## src/rtl/core/rcd_pkg.sv

```systemverilog
package rcd_pkg;

  // Width of the link loss counter.
  localparam int CNT_BITS = 16;
  // Width of the offline limit register.
  localparam int LIMIT_BITS = 16;
  // Common width for comparing the counter against the limit.
  localparam int CMP_BITS = (CNT_BITS > LIMIT_BITS) ? CNT_BITS : LIMIT_BITS;

  localparam logic [LIMIT_BITS-1:0] LIMIT_RESET = 16'd100;
  localparam int STORE_DEPTH = 10;
  localparam logic [4:0] POS_MAX = 5'd31;
  localparam logic [4:0] POS_BYTE23 = 5'd23;
  localparam logic [7:0] BYTE23_FAILSAFE = 8'd16;
  localparam logic [11:0] STICK_OFFSET = 12'd1000;

  typedef enum logic [1:0] {
    OP_BYTE = 2'd0,
    OP_TICK = 2'd1,
    OP_CTRL = 2'd2,
    OP_NONE = 2'd3
  } op_t;

  typedef enum logic [1:0] {
    EV_KEEP = 2'd0,
    EV_UP   = 2'd1,
    EV_MID  = 2'd2,
    EV_DOWN = 2'd3
  } ev_t;

  typedef struct packed {
    logic [1:0] operation;
    logic [7:0] byte_value;
    logic       frame_end;
  } item_t;

  typedef struct packed {
    logic signed [11:0] stick_0;
    logic signed [11:0] stick_1;
    logic signed [11:0] stick_2;
    logic signed [11:0] stick_3;
    logic [2:0]         left_switch_position;
    logic [2:0]         right_switch_position;
    logic [1:0]         left_switch_event;
    logic [1:0]         right_switch_event;
    logic               link_online;
  } result_t;

  // Raw 11-bit switch value divided by 500, for values up to 2047.
  function automatic logic [2:0] switch_pos(input logic [10:0] raw);
    logic [2:0] pos;
    if (raw >= 11'd2000) begin
      pos = 3'd4;
    end else if (raw >= 11'd1500) begin
      pos = 3'd3;
    end else if (raw >= 11'd1000) begin
      pos = 3'd2;
    end else if (raw >= 11'd500) begin
      pos = 3'd1;
    end else begin
      pos = 3'd0;
    end
    return pos;
  endfunction

  function automatic logic [11:0] stick_val(input logic [10:0] raw);
    return {1'b0, raw} - STICK_OFFSET;
  endfunction

endpackage

```

## src/rtl/core/rcd_in_if.sv

```systemverilog
interface rcd_in_if;
  logic       valid;
  logic       ready;
  logic [1:0] operation;
  logic [7:0] byte_value;
  logic       frame_end;

  modport source (output valid, output operation, output byte_value, output frame_end,
                  input ready);
  modport sink (input valid, input operation, input byte_value, input frame_end,
                output ready);
endinterface

```

## src/rtl/core/rcd_out_if.sv

```systemverilog
interface rcd_out_if;
  logic               valid;
  logic               ready;
  logic signed [11:0] stick_0;
  logic signed [11:0] stick_1;
  logic signed [11:0] stick_2;
  logic signed [11:0] stick_3;
  logic [2:0]         left_switch_position;
  logic [2:0]         right_switch_position;
  logic [1:0]         left_switch_event;
  logic [1:0]         right_switch_event;
  logic               link_online;

  modport source (output valid, output stick_0, output stick_1, output stick_2,
                  output stick_3, output left_switch_position,
                  output right_switch_position, output left_switch_event,
                  output right_switch_event, output link_online, input ready);
  modport sink (input valid, input stick_0, input stick_1, input stick_2,
                input stick_3, input left_switch_position,
                input right_switch_position, input left_switch_event,
                input right_switch_event, input link_online, output ready);
endinterface

```

## src/rtl/core/rcd_cfg_if.sv

```systemverilog
interface rcd_cfg_if;
  logic        valid;
  logic        ready;
  logic [15:0] offline_limit;

  modport source (output valid, output offline_limit, input ready);
  modport sink (input valid, input offline_limit, output ready);
endinterface

```

## src/rtl/core/rcd_in_reg.sv

```systemverilog
module rcd_in_reg (
  input  logic          clk,
  input  logic          rst_n,
  input  logic          in_valid,
  input  rcd_pkg::item_t in_item,
  output logic          in_ready,
  input  logic          take,
  output logic          item_valid,
  output rcd_pkg::item_t item
);

  logic           valid_r;
  rcd_pkg::item_t item_r;
  logic           load;

  assign in_ready   = !valid_r || take;
  assign load       = in_valid && in_ready;
  assign item_valid = valid_r;
  assign item       = item_r;

  always_ff @(posedge clk) begin
    if (!rst_n) begin
      valid_r <= 1'b0;
    end else if (load) begin
      valid_r <= 1'b1;
    end else if (take) begin
      valid_r <= 1'b0;
    end
  end

  always_ff @(posedge clk) begin
    if (load) begin
      item_r <= in_item;
    end
  end

  // A held item that the core did not take must still be there next cycle.
  a_hold: assert property (@(posedge clk) disable iff (!rst_n)
    valid_r && !take |=> valid_r && $stable(item_r))
    else $error("rcd_in_reg: held item lost or changed");

  a_no_take_empty: assert property (@(posedge clk) disable iff (!rst_n)
    !valid_r |-> in_ready)
    else $error("rcd_in_reg: empty stage refuses an item");

  a_load_sets: assert property (@(posedge clk) disable iff (!rst_n)
    load |=> valid_r)
    else $error("rcd_in_reg: loaded item not marked valid");

endmodule

```

## src/rtl/core/rcd_unpack.sv

```systemverilog
module rcd_unpack (
  input  logic [7:0]  bytes [rcd_pkg::STORE_DEPTH],
  output logic [11:0] sticks [4],
  output logic [2:0]  switches [2]
);

  logic [10:0] raw_stick [4];
  logic [10:0] raw_sw [2];

  // Channels are packed LSB first, 11 bits each, starting at byte 1.
  always_comb begin
    raw_stick[0] = {bytes[2][2:0], bytes[1]};
    raw_stick[1] = {bytes[3][5:0], bytes[2][7:3]};
    raw_stick[2] = {bytes[5][0], bytes[4], bytes[3][7:6]};
    raw_stick[3] = {bytes[6][3:0], bytes[5][7:1]};
    raw_sw[0]    = {bytes[7][6:0], bytes[6][7:4]};
    raw_sw[1]    = {bytes[9][1:0], bytes[8], bytes[7][7]};
    for (int i = 0; i < 4; i++) begin
      sticks[i] = rcd_pkg::stick_val(raw_stick[i]);
    end
    for (int i = 0; i < 2; i++) begin
      switches[i] = rcd_pkg::switch_pos(raw_sw[i]);
    end
  end

endmodule

```

## src/rtl/core/rcd_core.sv

```systemverilog
module rcd_core (
  input  logic            clk,
  input  logic            rst_n,
  input  logic            item_valid,
  input  rcd_pkg::item_t  item,
  output logic            take,
  input  logic            cfg_valid,
  input  logic [15:0]     cfg_data,
  output logic            cfg_ready,
  output logic            res_valid,
  output rcd_pkg::result_t res,
  input  logic            res_ready
);

  logic [rcd_pkg::LIMIT_BITS-1:0] limit_r;
  logic [4:0]  pos_r, pos_nxt;
  logic [7:0]  store_r [rcd_pkg::STORE_DEPTH];
  logic [7:0]  b23_r, b23_nxt;
  logic [11:0] stick_r [4];
  logic [11:0] stick_nxt [4];
  logic [2:0]  sw_val_r [2];
  logic [2:0]  sw_val_nxt [2];
  logic [2:0]  sw_prev_r [2];
  logic [2:0]  sw_prev_nxt [2];
  rcd_pkg::ev_t sw_ev_r [2];
  rcd_pkg::ev_t sw_ev_nxt [2];
  logic [rcd_pkg::CNT_BITS-1:0] loss_r, loss_nxt, loss_inc;
  logic        online_r, online_nxt;
  logic        pending_r, pending_nxt;
  logic        prev_online_r, prev_online_nxt;
  logic        out_valid_r;
  rcd_pkg::result_t res_r, res_nxt;

  logic        fire;
  logic        byte_wr;
  logic        lost;
  rcd_pkg::op_t op;
  logic [7:0]  frame_bytes [rcd_pkg::STORE_DEPTH];
  logic [11:0] dec_sticks [4];
  logic [2:0]  dec_sw [2];

  assign take      = !out_valid_r || res_ready;
  assign fire      = item_valid && take;
  assign cfg_ready = 1'b1;
  assign op        = rcd_pkg::op_t'(item.operation);
  assign byte_wr   = (op == rcd_pkg::OP_BYTE);
  assign loss_inc  = loss_r + rcd_pkg::CNT_BITS'(1);
  assign lost      = rcd_pkg::CMP_BITS'(loss_inc) > rcd_pkg::CMP_BITS'(limit_r);
  assign res_valid = out_valid_r;
  assign res       = res_r;

  // The byte carrying the frame end is part of the frame it closes.
  always_comb begin
    for (int i = 0; i < rcd_pkg::STORE_DEPTH; i++) begin
      frame_bytes[i] = (pos_r == 5'(i)) ? item.byte_value : store_r[i];
    end
  end

  rcd_unpack u_unpack (
    .bytes    (frame_bytes),
    .sticks   (dec_sticks),
    .switches (dec_sw)
  );

  always_comb begin
    pos_nxt         = pos_r;
    b23_nxt         = b23_r;
    stick_nxt       = stick_r;
    sw_val_nxt      = sw_val_r;
    sw_prev_nxt     = sw_prev_r;
    sw_ev_nxt       = sw_ev_r;
    loss_nxt        = loss_r;
    online_nxt      = online_r;
    pending_nxt     = pending_r;
    prev_online_nxt = prev_online_r;
    unique case (op)
      rcd_pkg::OP_BYTE: begin
        if (pos_r == rcd_pkg::POS_BYTE23) begin
          b23_nxt = item.byte_value;
        end
        if (pos_r < rcd_pkg::POS_MAX) begin
          pos_nxt = pos_r + 5'd1;
        end
        if (item.frame_end) begin
          pos_nxt    = 5'd0;
          stick_nxt  = dec_sticks;
          sw_val_nxt = dec_sw;
          if (b23_nxt != rcd_pkg::BYTE23_FAILSAFE) begin
            pending_nxt = 1'b1;
            loss_nxt    = '0;
            online_nxt  = 1'b1;
          end
        end
      end
      rcd_pkg::OP_TICK: begin
        loss_nxt = loss_inc;
        if (lost) begin
          for (int i = 0; i < 4; i++) begin
            stick_nxt[i] = '0;
          end
          for (int i = 0; i < 2; i++) begin
            sw_val_nxt[i]  = '0;
            sw_prev_nxt[i] = '0;
            sw_ev_nxt[i]   = rcd_pkg::EV_KEEP;
          end
          loss_nxt    = rcd_pkg::CNT_BITS'(limit_r);
          online_nxt  = 1'b0;
          pending_nxt = 1'b0;
        end
      end
      rcd_pkg::OP_CTRL: begin
        if (pending_r) begin
          pending_nxt = 1'b0;
          if (prev_online_r == online_r) begin
            for (int i = 0; i < 2; i++) begin
              if (sw_val_r[i] != sw_prev_r[i]) begin
                // Positions 0 and 4 leave the last event in place.
                if (sw_val_r[i] >= 3'd1 && sw_val_r[i] <= 3'd3) begin
                  sw_ev_nxt[i] = rcd_pkg::ev_t'(sw_val_r[i][1:0]);
                end
                sw_prev_nxt[i] = sw_val_r[i];
              end else begin
                sw_ev_nxt[i] = rcd_pkg::EV_KEEP;
              end
            end
          end else begin
            sw_prev_nxt = sw_val_r;
          end
        end
        prev_online_nxt = online_r;
      end
      rcd_pkg::OP_NONE: begin
      end
      default: begin
      end
    endcase
  end

  always_comb begin
    res_nxt.stick_0               = stick_nxt[0];
    res_nxt.stick_1               = stick_nxt[1];
    res_nxt.stick_2               = stick_nxt[2];
    res_nxt.stick_3               = stick_nxt[3];
    res_nxt.left_switch_position  = sw_val_nxt[0];
    res_nxt.right_switch_position = sw_val_nxt[1];
    res_nxt.left_switch_event     = sw_ev_nxt[0];
    res_nxt.right_switch_event    = sw_ev_nxt[1];
    res_nxt.link_online           = online_nxt;
  end

  always_ff @(posedge clk) begin
    if (!rst_n) begin
      limit_r       <= rcd_pkg::LIMIT_RESET;
      pos_r         <= '0;
      b23_r         <= '0;
      for (int i = 0; i < 4; i++) begin
        stick_r[i] <= '0;
      end
      for (int i = 0; i < 2; i++) begin
        sw_val_r[i]  <= '0;
        sw_prev_r[i] <= '0;
        sw_ev_r[i]   <= rcd_pkg::EV_KEEP;
      end
      loss_r        <= rcd_pkg::CNT_BITS'(rcd_pkg::LIMIT_RESET);
      online_r      <= 1'b0;
      pending_r     <= 1'b0;
      prev_online_r <= 1'b0;
      out_valid_r   <= 1'b0;
    end else begin
      if (cfg_valid && cfg_ready) begin
        limit_r <= cfg_data;
      end
      if (fire) begin
        pos_r         <= pos_nxt;
        b23_r         <= b23_nxt;
        stick_r       <= stick_nxt;
        sw_val_r      <= sw_val_nxt;
        sw_prev_r     <= sw_prev_nxt;
        sw_ev_r       <= sw_ev_nxt;
        loss_r        <= loss_nxt;
        online_r      <= online_nxt;
        pending_r     <= pending_nxt;
        prev_online_r <= prev_online_nxt;
      end
      if (take) begin
        out_valid_r <= item_valid;
      end
    end
  end

  // Frame store has no reset: entries are undefined until written.
  always_ff @(posedge clk) begin
    if (fire && byte_wr) begin
      for (int i = 0; i < rcd_pkg::STORE_DEPTH; i++) begin
        if (pos_r == 5'(i)) begin
          store_r[i] <= item.byte_value;
        end
      end
    end
  end

  always_ff @(posedge clk) begin
    if (fire) begin
      res_r <= res_nxt;
    end
  end

  a_pending_online: assert property (@(posedge clk) disable iff (!rst_n)
    pending_r |-> online_r)
    else $error("rcd_core: update pending while link offline");

  a_loss_offline: assert property (@(posedge clk) disable iff (!rst_n)
    fire && op == rcd_pkg::OP_TICK && lost |=> !online_r && !pending_r)
    else $error("rcd_core: link loss did not drop the link");

  a_frame_rewind: assert property (@(posedge clk) disable iff (!rst_n)
    fire && byte_wr && item.frame_end |=> pos_r == 5'd0)
    else $error("rcd_core: byte position not rewound at frame end");

  a_result_online: assert property (@(posedge clk) disable iff (!rst_n)
    fire |=> res_r.link_online == online_r)
    else $error("rcd_core: result link state differs from link state");

endmodule

```

## src/rtl/core/rc_frame_decoder_link_watchdog.sv

```systemverilog
// Channel   Direction  Handshake        Payload
// in_ch     sink       valid / ready    operation, byte_value, frame_end
// out_ch    source     valid / ready    stick_0..3, switch positions and events, link_online
// cfg_ch    sink       valid / ready    offline_limit (always ready)
//
// Each accepted item yields one result item, held in the input register and then in the
// result register; one item per cycle is sustained while out_ch is ready.
// Reset is synchronous on rst_n low; the frame store keeps no reset value.
// When out_ch stalls, the result register holds and the input register takes one
// more item before in_ch.ready drops.
module rc_frame_decoder_link_watchdog (
  input  logic clk,
  input  logic rst_n,
  rcd_in_if.sink    in_ch,
  rcd_out_if.source out_ch,
  rcd_cfg_if.sink   cfg_ch
);

  rcd_pkg::item_t   in_item;
  rcd_pkg::item_t   item;
  rcd_pkg::result_t res;
  logic             item_valid;
  logic             take;
  logic             res_valid;

  always_comb begin
    in_item.operation  = in_ch.operation;
    in_item.byte_value = in_ch.byte_value;
    in_item.frame_end  = in_ch.frame_end;
  end

  rcd_in_reg u_in_reg (
    .clk        (clk),
    .rst_n      (rst_n),
    .in_valid   (in_ch.valid),
    .in_item    (in_item),
    .in_ready   (in_ch.ready),
    .take       (take),
    .item_valid (item_valid),
    .item       (item)
  );

  rcd_core u_core (
    .clk        (clk),
    .rst_n      (rst_n),
    .item_valid (item_valid),
    .item       (item),
    .take       (take),
    .cfg_valid  (cfg_ch.valid),
    .cfg_data   (cfg_ch.offline_limit),
    .cfg_ready  (cfg_ch.ready),
    .res_valid  (res_valid),
    .res        (res),
    .res_ready  (out_ch.ready)
  );

  assign out_ch.valid                 = res_valid;
  assign out_ch.stick_0               = res.stick_0;
  assign out_ch.stick_1               = res.stick_1;
  assign out_ch.stick_2               = res.stick_2;
  assign out_ch.stick_3               = res.stick_3;
  assign out_ch.left_switch_position  = res.left_switch_position;
  assign out_ch.right_switch_position = res.right_switch_position;
  assign out_ch.left_switch_event     = res.left_switch_event;
  assign out_ch.right_switch_event    = res.right_switch_event;
  assign out_ch.link_online           = res.link_online;

endmodule

```

## src/flat_wrapper.sv

```systemverilog
// flat-port wrapper written by rule: the top's interface ports become plain ports
module rc_frame_decoder_link_watchdog_flat 
  (clk, rst_n, in_ch_valid, in_ch_operation, in_ch_byte_value, in_ch_frame_end, in_ch_ready, out_ch_valid, out_ch_stick_0, out_ch_stick_1, out_ch_stick_2, out_ch_stick_3, out_ch_left_switch_position, out_ch_right_switch_position, out_ch_left_switch_event, out_ch_right_switch_event, out_ch_link_online, out_ch_ready, cfg_ch_valid, cfg_ch_offline_limit, cfg_ch_ready);
  rcd_in_if in_ch_i ();
  rcd_out_if out_ch_i ();
  rcd_cfg_if cfg_ch_i ();
  input  logic clk;
  input  logic rst_n;
  input wire logic [$bits(in_ch_i.valid)-1:0] in_ch_valid;
  input wire logic [$bits(in_ch_i.operation)-1:0] in_ch_operation;
  input wire logic [$bits(in_ch_i.byte_value)-1:0] in_ch_byte_value;
  input wire logic [$bits(in_ch_i.frame_end)-1:0] in_ch_frame_end;
  output wire logic [$bits(in_ch_i.ready)-1:0] in_ch_ready;
  output wire logic [$bits(out_ch_i.valid)-1:0] out_ch_valid;
  output wire logic [$bits(out_ch_i.stick_0)-1:0] out_ch_stick_0;
  output wire logic [$bits(out_ch_i.stick_1)-1:0] out_ch_stick_1;
  output wire logic [$bits(out_ch_i.stick_2)-1:0] out_ch_stick_2;
  output wire logic [$bits(out_ch_i.stick_3)-1:0] out_ch_stick_3;
  output wire logic [$bits(out_ch_i.left_switch_position)-1:0] out_ch_left_switch_position;
  output wire logic [$bits(out_ch_i.right_switch_position)-1:0] out_ch_right_switch_position;
  output wire logic [$bits(out_ch_i.left_switch_event)-1:0] out_ch_left_switch_event;
  output wire logic [$bits(out_ch_i.right_switch_event)-1:0] out_ch_right_switch_event;
  output wire logic [$bits(out_ch_i.link_online)-1:0] out_ch_link_online;
  input wire logic [$bits(out_ch_i.ready)-1:0] out_ch_ready;
  input wire logic [$bits(cfg_ch_i.valid)-1:0] cfg_ch_valid;
  input wire logic [$bits(cfg_ch_i.offline_limit)-1:0] cfg_ch_offline_limit;
  output wire logic [$bits(cfg_ch_i.ready)-1:0] cfg_ch_ready;
  assign in_ch_i.valid = in_ch_valid;
  assign in_ch_i.operation = in_ch_operation;
  assign in_ch_i.byte_value = in_ch_byte_value;
  assign in_ch_i.frame_end = in_ch_frame_end;
  assign in_ch_ready = in_ch_i.ready;
  assign out_ch_valid = out_ch_i.valid;
  assign out_ch_stick_0 = out_ch_i.stick_0;
  assign out_ch_stick_1 = out_ch_i.stick_1;
  assign out_ch_stick_2 = out_ch_i.stick_2;
  assign out_ch_stick_3 = out_ch_i.stick_3;
  assign out_ch_left_switch_position = out_ch_i.left_switch_position;
  assign out_ch_right_switch_position = out_ch_i.right_switch_position;
  assign out_ch_left_switch_event = out_ch_i.left_switch_event;
  assign out_ch_right_switch_event = out_ch_i.right_switch_event;
  assign out_ch_link_online = out_ch_i.link_online;
  assign out_ch_i.ready = out_ch_ready;
  assign cfg_ch_i.valid = cfg_ch_valid;
  assign cfg_ch_i.offline_limit = cfg_ch_offline_limit;
  assign cfg_ch_ready = cfg_ch_i.ready;
  rc_frame_decoder_link_watchdog u_core (.clk(clk), .rst_n(rst_n), .in_ch(in_ch_i), .out_ch(out_ch_i), .cfg_ch(cfg_ch_i));
endmodule
```

## config.mk

```make
export PLATFORM = sky130hd
export DESIGN_NAME = rc_frame_decoder_link_watchdog_flat
export DESIGN_NICKNAME = d
export VERILOG_FILES = /design/src/rtl/core/rcd_pkg.sv /design/src/rtl/core/rcd_in_if.sv /design/src/rtl/core/rcd_out_if.sv /design/src/rtl/core/rcd_cfg_if.sv /design/src/rtl/core/rcd_in_reg.sv /design/src/rtl/core/rcd_unpack.sv /design/src/rtl/core/rcd_core.sv /design/src/rtl/core/rc_frame_decoder_link_watchdog.sv /design/src/flat_wrapper.sv
export SDC_FILE = /design/constraint.sdc
export NUM_CORES = 1
export LEC_CHECK = 0
export BUFFER_PORTS_ARGS = -buffer_cell sky130_fd_sc_hd__buf_2
export CORE_MARGIN = 2
export CORE_UTILIZATION = 65
export DETAILED_ROUTE_END_ITERATION = 16
export HOLD_SLACK_MARGIN = 0.06
export PLACE_DENSITY = 0.83
export SETUP_SLACK_MARGIN = 0.2
export SYNTH_ARGS = -nofsm -noshare
export SYNTH_HDL_FRONTEND = slang
export SYNTH_HIERARCHICAL = 1
export SYNTH_SLANG_ARGS = --single-unit
```

## constraint.sdc

```tcl
create_clock -name clk -period 6.5 [get_ports clk]
set_input_delay 0.325 -clock clk [delete_from_list [all_inputs] [get_ports clk]]
set_output_delay 0.325 -clock clk [all_outputs]
set_load 0.005 [all_outputs]
```

==> impl_results.md, run 1 <==
* Pwr dens at 249 nW/um^2
* Fill cells at 1186
* Hold Vio Cnt, Final at 0
* Max Cap Viol at 0
* CTS resizes at 0
* Nets at 1221
* Maximum vdd drop at 234 uV
* Fin crit share at 60.1%
* Dpl hpwl at 16100 microns
* Worst-case clock buffer depth at 3
* Initial DRC Count at 874
* Post-Layout Cell Count at 1407
* Leak at 5.06 nW
* Die height at 141 microns
* ANT cells at 0
* Buffer count from post-CTS setup fixing at 0
* Slew margin rel. at 23.0%
* Synth warnings at 6
* Final core occ at 75.3%
* DR WL/cell at 18.7 microns
* Max Slew Vio Count at 0
* Pre-antenna DRT Iters at 5
* GRT Overall Usage at 26.1%
* Final worst path period need at 3900 ps
* Worst EP required at 6900 ps
* Cts bufs inserted at 25
* Clk_lat worst skew at 520 ps
* Syn nets at 1163
* Fmax at 0.256 GHz
* Vias per Instance at 6.46
* Final TNS setup at 0 ps
* Core area at 18100 sq um
* Placed Cells at 1336
* Maximum fanout along the worst path at 55
* Clk sinks at 246
* Total number of vias at 9094
* RSZ-0062 raised after global routing: false
* H-tree levels at 1
* First-pass GRT wire length at 42500 microns
* GP Congestion at 0.904
* WL final at 26300 microns
* Mean area per synthesized cell at 11.0 sq um
* Data arrival, critical path at 4310 ps
* CP Launch Type: flip-flop
* Die ar. at 19800 sq um
* CP Capture Type: flip-flop
* Initial Util at 66.8%
* CTS tree: built
* Post-route ant nets at 0
* Area Overhead vs Synth at 12.7%
* Clk slew on worst S/H paths at 60 ps
* Vias in the first global route at 8393
* Syn Inst Count at 1102
* Row count at 49
* I/O pins at 94
* Final Skew at 16.6 ps
* Initial antenna violation count at 0
* Status: finished clean
* Root cell of the clock tree: clkbuf_16
* Hold Buf Count CTS at 26
* Die extent in x at 141 microns
* Largest net degree at the start of global routing at 117
* Netlist Area Pre-Place at 12100 sq um
* Slew @ Worst Pin at 1150 ps
* Setup Crit Path Kind: reg -> reg
* Drt drc at 0
* Overflow after GRT at 0
* Port Buffer Count at 92
* Hold crit path type: in -> reg
* Share of cells above drive strength 1 at 19.6%
* Final Setup Violations at 0
==> final cells by class <==
class | instances | area [sq um] | area share (%)
inverters | 49 | 189 | 1.38
flip-flops and latches | 246 | 6250 | 45.7
multi-input cells | 708 | 5270 | 38.6
clock buffers | 36 | 768 | 5.62
repair buffers | 130 | 811 | 5.93
well taps | 229 | 287 | 2.10
clock inverters | 9 | 95.1 | 0.696
==> where the power goes <==
part | internal (W) | switching, W
sequential | 0.00167 | 0.0000223
combinational | 0.0000812 | 0.000154
clock | 0.000896 | 0.000576
total | 0.00265 | 0.000752
==> flip-flops by register name, indices dropped and copies added (netlist names) <==
signal / cells
u_core/u_in_reg/item: 11
u_core/u_core/sw_val_r: 6
u_core/u_core/prev_online_r: 1
u_core/u_core/loss_r: 16
u_core/u_core/sw_ev_r: 4
u_core/u_core/pending_r: 1
u_core/u_core/b23_r: 8
u_core/u_in_reg/item_valid: 1
u_core/u_core/pos_r: 5
u_core/u_core/online_r: 1
u_core/u_core/sw_prev_r: 6
u_core/u_core/store_r: 62
u_core/u_core/stick_r: 48
u_core/u_core/limit_r: 16
u_core/u_core/res: 59
u_core/u_core/res_valid: 1
==> placed cells by master, fill, tap and decap left out, types with 4 or more instances in the layout <==
cell / count
ha_1: 29
a32oi_1: 4
o2bb2ai_1: 4
a21o_1: 8
buf_4: 12
xor2_1: 14
nor3_1: 9
nand3_1: 85
nand4_1: 18
inv_1: 47
buf_2: 92
a21oi_1: 20
nor2_1: 48
clkinv_2: 7
and3_1: 16
edfxtp_1: 132
o21ai_0: 21
clkbuf_16: 26
nand2b_1: 8
a211o_1: 5
clkbuf_8: 8
dlygate4sd3_1: 26
o211ai_1: 7
a311oi_1: 55
mux2_2: 62
dfxtp_1: 114
nand2_1: 46
a22o_1: 55
mux2i_1: 40
xnor2_1: 30
a31oi_1: 59
==> routing by layer <==
metal / vias up / GRT usage [%] / part of all wire [%] / wire (microns)
met2: 400 / 42.7 / 48 / 12600
met4: 0 / 6.95 / 2.3 / 595
li1: 4296 / - / - / -
met1: 4346 / 36.6 / 43 / 11400
met5: - / 0 / 0 / 0
met3: 52 / 4.28 / 6.6 / 1740
==> final timing paths <==
check                                  start                          to  slack, ps  cells past startpoint
setup / recovery     u_core/u_core/loss_r[2]   u_core/u_core/stick_r[13]       2600                     12
hold / removal       cfg_ch_offline_limit[9]    u_core/u_core/limit_r[9]         70                      3
setup reg to reg     u_core/u_core/loss_r[2]   u_core/u_core/stick_r[13]       2600                     12
hold reg to reg   u_core/u_core/sw_prev_r[0]  u_core/u_core/sw_prev_r[0]        480                      2
==> stage by stage <==
| step | area [sq um] | power (W) | hold WS (ps) | setup WS (ps) |
|---|---|---|---|---|
| 3_3_place_gp | 12500 | 0.00194 | 458 | 2880 |
| 3_5_place_dp | 12500 | 0.00194 | 470 | 2750 |
| 2_1_floorplan | 12100 | 0.00187 | 424 | 2890 |
| 4_1_cts | 13700 | 0.00341 | 61.3 | 2710 |
| 6_report | 13700 | 0.00340 | 71.0 | 2600 |
| 5_1_grt | 13700 | 0.00350 | 68.6 | 2360 |
==> critical path, cell delays in order, from the launching register on <==
cell and delay, ps:
dfxtp_1 430, and4_1 350, nand3_1 200, nor3_1 280, xor2_1 230, ha_1 290
nand4_1 160, nor2_1 80, a221oi_2 310, nand4_1 460, nor2b_4 280, buf_4 300
a311oi_1 370
(Power assumes the default switching activity.)
==> run 2, diff against run 1 <==
- CORE_UTILIZATION: 65 -> 61
- PLACE_DENSITY: 0.83 -> 0.79
- clock period: 6.5 -> 3.7 ns (I/O delays scaled with it)
==> impl_results.md, run 2 (same netlist as run 1, synthesis figures left out) <==
* Area of the multi-input gates at 5310 sq um
* Overflow after GRT at 0
* CP Launch Type: flip-flop
* Fmax at 0.303 GHz
* Final core occ at 71.7%
* ANT cells at 0
* DR WL/cell at 18.6 microns
* RSZ-0062 raised after global routing: false
* Final worst path period need at 3300 ps
* CTS tree: built
* Initial Util at 62.3%
* Post-route ant nets at 0
* Slew @ Worst Pin at 985 ps
* Nets at 1242
* Hold_ws at 77.5 ps
* Initial antenna violation count at 0
* Total number of vias at 9104
* Final TNS setup at 0 ps
* Fin crit share at 89.3%
* GP Congestion at 0.851
* Pwr dens at 431 nW/um^2
* Fill cells at 1380
* H-tree levels at 1
* Leak at 5.16 nW
* Port Buffer Count at 92
* Internal power at 0.00462 W
* Largest net degree at the start of global routing at 164
* Worst EP required at 4150 ps
* Drt drc at 0
* Share of cells above drive strength 1 at 21.8%
* Root cell of the clock tree: clkbuf_16
* Hold crit path type: in -> reg
* Hold Vio Cnt, Final at 0
* Dpl hpwl at 16900 microns
* Max Slew Vio Count at 0
* Vias in the first global route at 8642
* Die extent in x at 145 microns
* Slew margin rel. at 34.3%
* Row count at 51
* First-pass GRT wire length at 44000 microns
* Clock network power share at 43.3%
* Sw Ratio at 23.2%
* Reg power frac at 49.3%
* Setup Crit Path Kind: reg -> reg
* Max Cap Viol at 0
* Data arrival, critical path at 3750 ps
* GRT Overall Usage at 25.2%
* Pre-antenna DRT Iters at 5
* Net switching power at 0.00140 W
* Clk_lat worst skew at 530 ps
* CP Capture Type: flip-flop
* Combinational cell fraction of total power at 7.5%
* Area Overhead vs Synth at 15.1%
* Die height at 145 microns
* I/O pins at 94
* Core area at 19500 sq um
* Largest register FFs at 62
* Clk slew on worst S/H paths at 60 ps
* PnR Total Power at 0.00602 W
* Worst-case clock buffer depth at 3
* Initial DRC Count at 764
* WL final at 27200 microns
* Vias per Instance at 6.21
* Most common cell after layout, fill and taps aside: edfxtp_1
* Register area at 6250 sq um
* Status: finished clean
* Die ar. at 21000 sq um
* Clk sinks at 246
* Maximum fanout along the worst path at 12
* Final Setup Violations at 0
* Maximum vdd drop at 433 uV
* Final Skew at 15.2 ps
* Commonest non-fill, non-tap cells in the layout: edfxtp_1 (132), dfxtp_1 (110), buf_2 (92)
* Most flops, register: u_core/u_core/store_r
* Cts bufs inserted at 25
-- run 2: metal layers --
metal  up-vias  global-route usage [%]  share of wire (%)
li1       4364                       -                  -
met1      4366                    35.6                 44
met2       334                    41.3                 48
met3        40                    2.99                6.5
met4         0                    7.13                1.9
met5         -                       0                  0
-- run 2: cell type report --
type / instances / share of cell area (%)
clock buffer: 30 / 5.14
tap: 265 / 2.38
sequential: 246 / 44.8
inverter: 49 / 1.35
timing repair buffer: 151 / 7.26
multi-input combinational: 708 / 38.0
clock inverter: 16 / 1.04
-- run 2: final timing paths --
kind	start	end	slack, ps	cells after the start
min	rst_n	u_core/u_core/loss_r[5]	80	2
min reg2reg	u_core/u_core/sw_prev_r[0]	u_core/u_core/sw_prev_r[0]	470	2
max reg2reg	u_core/u_core/loss_r[4]	u_core/u_core/loss_r[8]	400	12
max	u_core/u_core/loss_r[4]	u_core/u_core/loss_r[8]	400	12
-- run 2: repair_timing --
item | CTS | global route
resized for setup | 0 | 14
endpoints found under the hold margin | 29 | 0
hold buffers | 29 | 0
setup buffers | 0 | 0
endpoints found under the setup margin | 0 | 136
-- run 2: critical path, stage by stage (launching register included) --
cell      delay (ps)
dfxtp_1          390
and4_4           290
nand3_2          160
nor3_2           250
xor2_1           240
ha_1             300
nand4_1          170
nor2_1            80
a221oi_2         320
a31oi_2          190
buf_4            230
or4_1            510
o211ai_1         100
-- run 2: metrics by stage --
stage	cell area, sq um	std cells	worst slack, ps
2_1_floorplan	12100	1102	479
3_3_place_gp	12800	1390	459
3_5_place_dp	12800	1390	290
4_1_cts	13900	1465	275
5_1_grt	14000	1465	190
6_report	14000	1465	395
-- run 2: power groups by stage --
stage / Sequential, W / Clock (W) / Combinational [W]
2_1_floorplan: 0.00302 / 0 / 0.000263
3_3_place_gp: 0.00302 / 0 / 0.000411
3_5_place_dp: 0.00303 / 0 / 0.000415
4_1_cts: 0.00297 / 0.00263 / 0.000442
5_1_grt: 0.00297 / 0.00274 / 0.000485
6_report: 0.00297 / 0.00260 / 0.000449
==> run 3, diff against run 2 <==
- ABC_AREA: not set -> 1
- PLACE_DENSITY: 0.79 -> 0.78
==> impl_results.md, run 3 <==
* DR WL/cell at 14.9 microns
* Fmax at 0.307 GHz
* Final worst path period need at 3260 ps
* Maximum fanout along the worst path at 22
* Row count at 53
* I/O pins at 94
* Largest net degree at the start of global routing at 122
* Cts bufs inserted at 26
* Max Cap Viol at 0
* Synth warnings at 6
* Leak at 6.78 nW
* Worst EP required at 4110 ps
* Data arrival, critical path at 3670 ps
* Hold crit path type: in -> reg
* Slew @ Worst Pin at 1050 ps
* Setup Crit Path Kind: reg -> reg
* R2r setup slk at 440 ps
* Vias per Instance at 5.42
* Crit path max-delay cell type: dfxtp_1
* Combinational cell fraction of total power at 10.0%
* Internal power at 0.00464 W
* Drt drc at 0
* Clk_lat worst skew at 530 ps
* First-pass GRT wire length at 48800 microns
* RSZ-0062 raised after global routing: true
* Most Crowded Layer GR: met2
* Clk slew on worst S/H paths at 60 ps
* Pwr dens at 424 nW/um^2
* CP delay by family, top: simple AND/OR/NAND/NOR gates
* Netlist Area Pre-Place at 12800 sq um
* Met2 Use GR at 46.5%
* Nets at 1770
* Clk sinks at 246
* Overflow after GRT at 0
* Net switching power at 0.00150 W
* Placed Cells at 1922
* Root cell of the clock tree: clkbuf_16
* Slew margin rel. at 29.8%
* Final Setup Violations at 0
* Port Buffer Count at 92
* Vias in the first global route at 10200
* Sequence of cells on the critical path: ha_1 > nand2_1 > inv_1 > nand2_1 > inv_1 > nand3_1 > inv_1 > or2_2 > nand2_1 > inv_1 > ha_1 > nand2_1 > nor3_1 > nand2_1 > nand2_1 > nand2_1 > buf_4 > inv_1 > nand2_1 > nand3_2 > a21oi_2
* Die height at 149 microns
* Status: finished clean
* Initial DRC Count at 896
* Die extent in x at 149 microns
* Dpl hpwl at 19400 microns
* Reg power frac at 50.1%
* GP Congestion at 0.906
* ANT cells at 0
* Initial antenna violation count at 0
* GRT met1 Usage at 34.9%
* Share of cells above drive strength 1 at 11.5%
* Post-Layout Cell Count at 2004
* CP Capture Type: flip-flop
* Pre-antenna DRT Iters at 7
* Syn Inst Count at 1625
* Fin crit share at 88.1%
* Most common cell type on the critical path: nand2_1
* CP Launch Type: flip-flop
* Area Overhead vs Synth at 13.2%
* Core area at 20800 sq um
* Total number of vias at 10900
* Sw Ratio at 24.5%
* Hold Vio Cnt, Final at 0
* Die ar. at 22200 sq um
* Max Slew Vio Count at 0
* PnR Total Power at 0.00614 W
* Crit-path max cell delay at 350 ps
* Largest register FFs at 62
* Worst path bufs/invs at 6
* Final Skew at 10.3 ps
* Post-route ant nets at 0
* Worst-case clock buffer depth at 3
* Initial Util at 61.5%
* Most flops, register: u_core/u_core/store_r
* H-tree levels at 1
* Most common cell after layout, fill and taps aside: nand2_1
* GRT Overall Usage at 27.2%
* WL final at 29900 microns
* CTS tree: built
* Final TNS setup at 0 ps
* Clock network power share at 39.9%
* Mean area per synthesized cell at 7.88 sq um
* Met3 capacity usage during global routing at 4.31%
* Maximum vdd drop at 387 uV
* Commonest non-fill, non-tap cells in the layout: nand2_1 (419), inv_1 (237), a21oi_1 (167)
* Syn nets at 1686
## run 3: cell type report
type | count | area [sq um]
clock inverters | 12 | 80.1
repair buffers | 142 | 937
clock buffers | 36 | 719
fillers | 1698 | 6330
multi-input cells | 1048 | 5240
well taps | 275 | 344
flip-flops and latches | 246 | 6250
inverters | 245 | 922
## run 3: worst paths after layout
| check | end | start | cells after the start |
|---|---|---|---|
| worst max register to register | u_core/u_core/loss_r[12] | u_core/u_core/loss_r[0] | 21 |
| worst min-delay path | u_core/u_core/res_valid | out_ch_ready | 4 |
| worst min register to register | u_core/u_core/prev_online_r | u_core/u_core/prev_online_r | 2 |
| worst max-delay path | u_core/u_core/loss_r[12] | u_core/u_core/loss_r[0] | 21 |
## run 3: routing by layer
layer	up-vias	share of wire, %
li1	5440	-
met1	4912	42
met2	421	48
met3	81	7.2
met4	0	3.2
met5	-	0
## run 3: power groups by stage
stage / Sequential, W / Clock (W) / Combinational, W
5_1_grt: 0.00309 / 0.00261 / 0.000699
4_1_cts: 0.00308 / 0.00248 / 0.000606
6_report: 0.00308 / 0.00245 / 0.000616
2_1_floorplan: 0.00312 / 0 / 0.000405
3_5_place_dp: 0.00313 / 0 / 0.000574
3_3_place_gp: 0.00313 / 0 / 0.000558
## run 3: stage by stage
stage          hold WS, ps  worst slack, ps  util [%]  instance area (sq um)
3_3_place_gp           362              553      64.1                  13300
3_5_place_dp           363              440      64.1                  13300
4_1_cts               61.9              422      69.6                  14500
6_report              84.9              441      69.6                  14500
5_1_grt               71.0              171      69.6                  14500
2_1_floorplan          284              722         -                  12800
## run 3: repair_timing
action,in CTS,in global routing
endpoints found under the setup margin,0,47
endpoints found under the hold margin,28,0
setup buffers,0,0
resized for setup,0,1
hold buffers,34,0
## run 3: worst register-to-register path: stages, from the launching register on
cell	delay (ps)
dfxtp_1	350
ha_1	280
nand2_1	90
inv_1	50
nand2_1	110
inv_1	80
nand3_1	80
inv_1	50
or2_2	260
nand2_1	80
inv_1	50
ha_1	260
nand2_1	70
nor3_1	250
nand2_1	80
nand2_1	60
nand2_1	80
buf_4	220
inv_1	330
nand2_1	160
nand3_2	110
a21oi_2	50
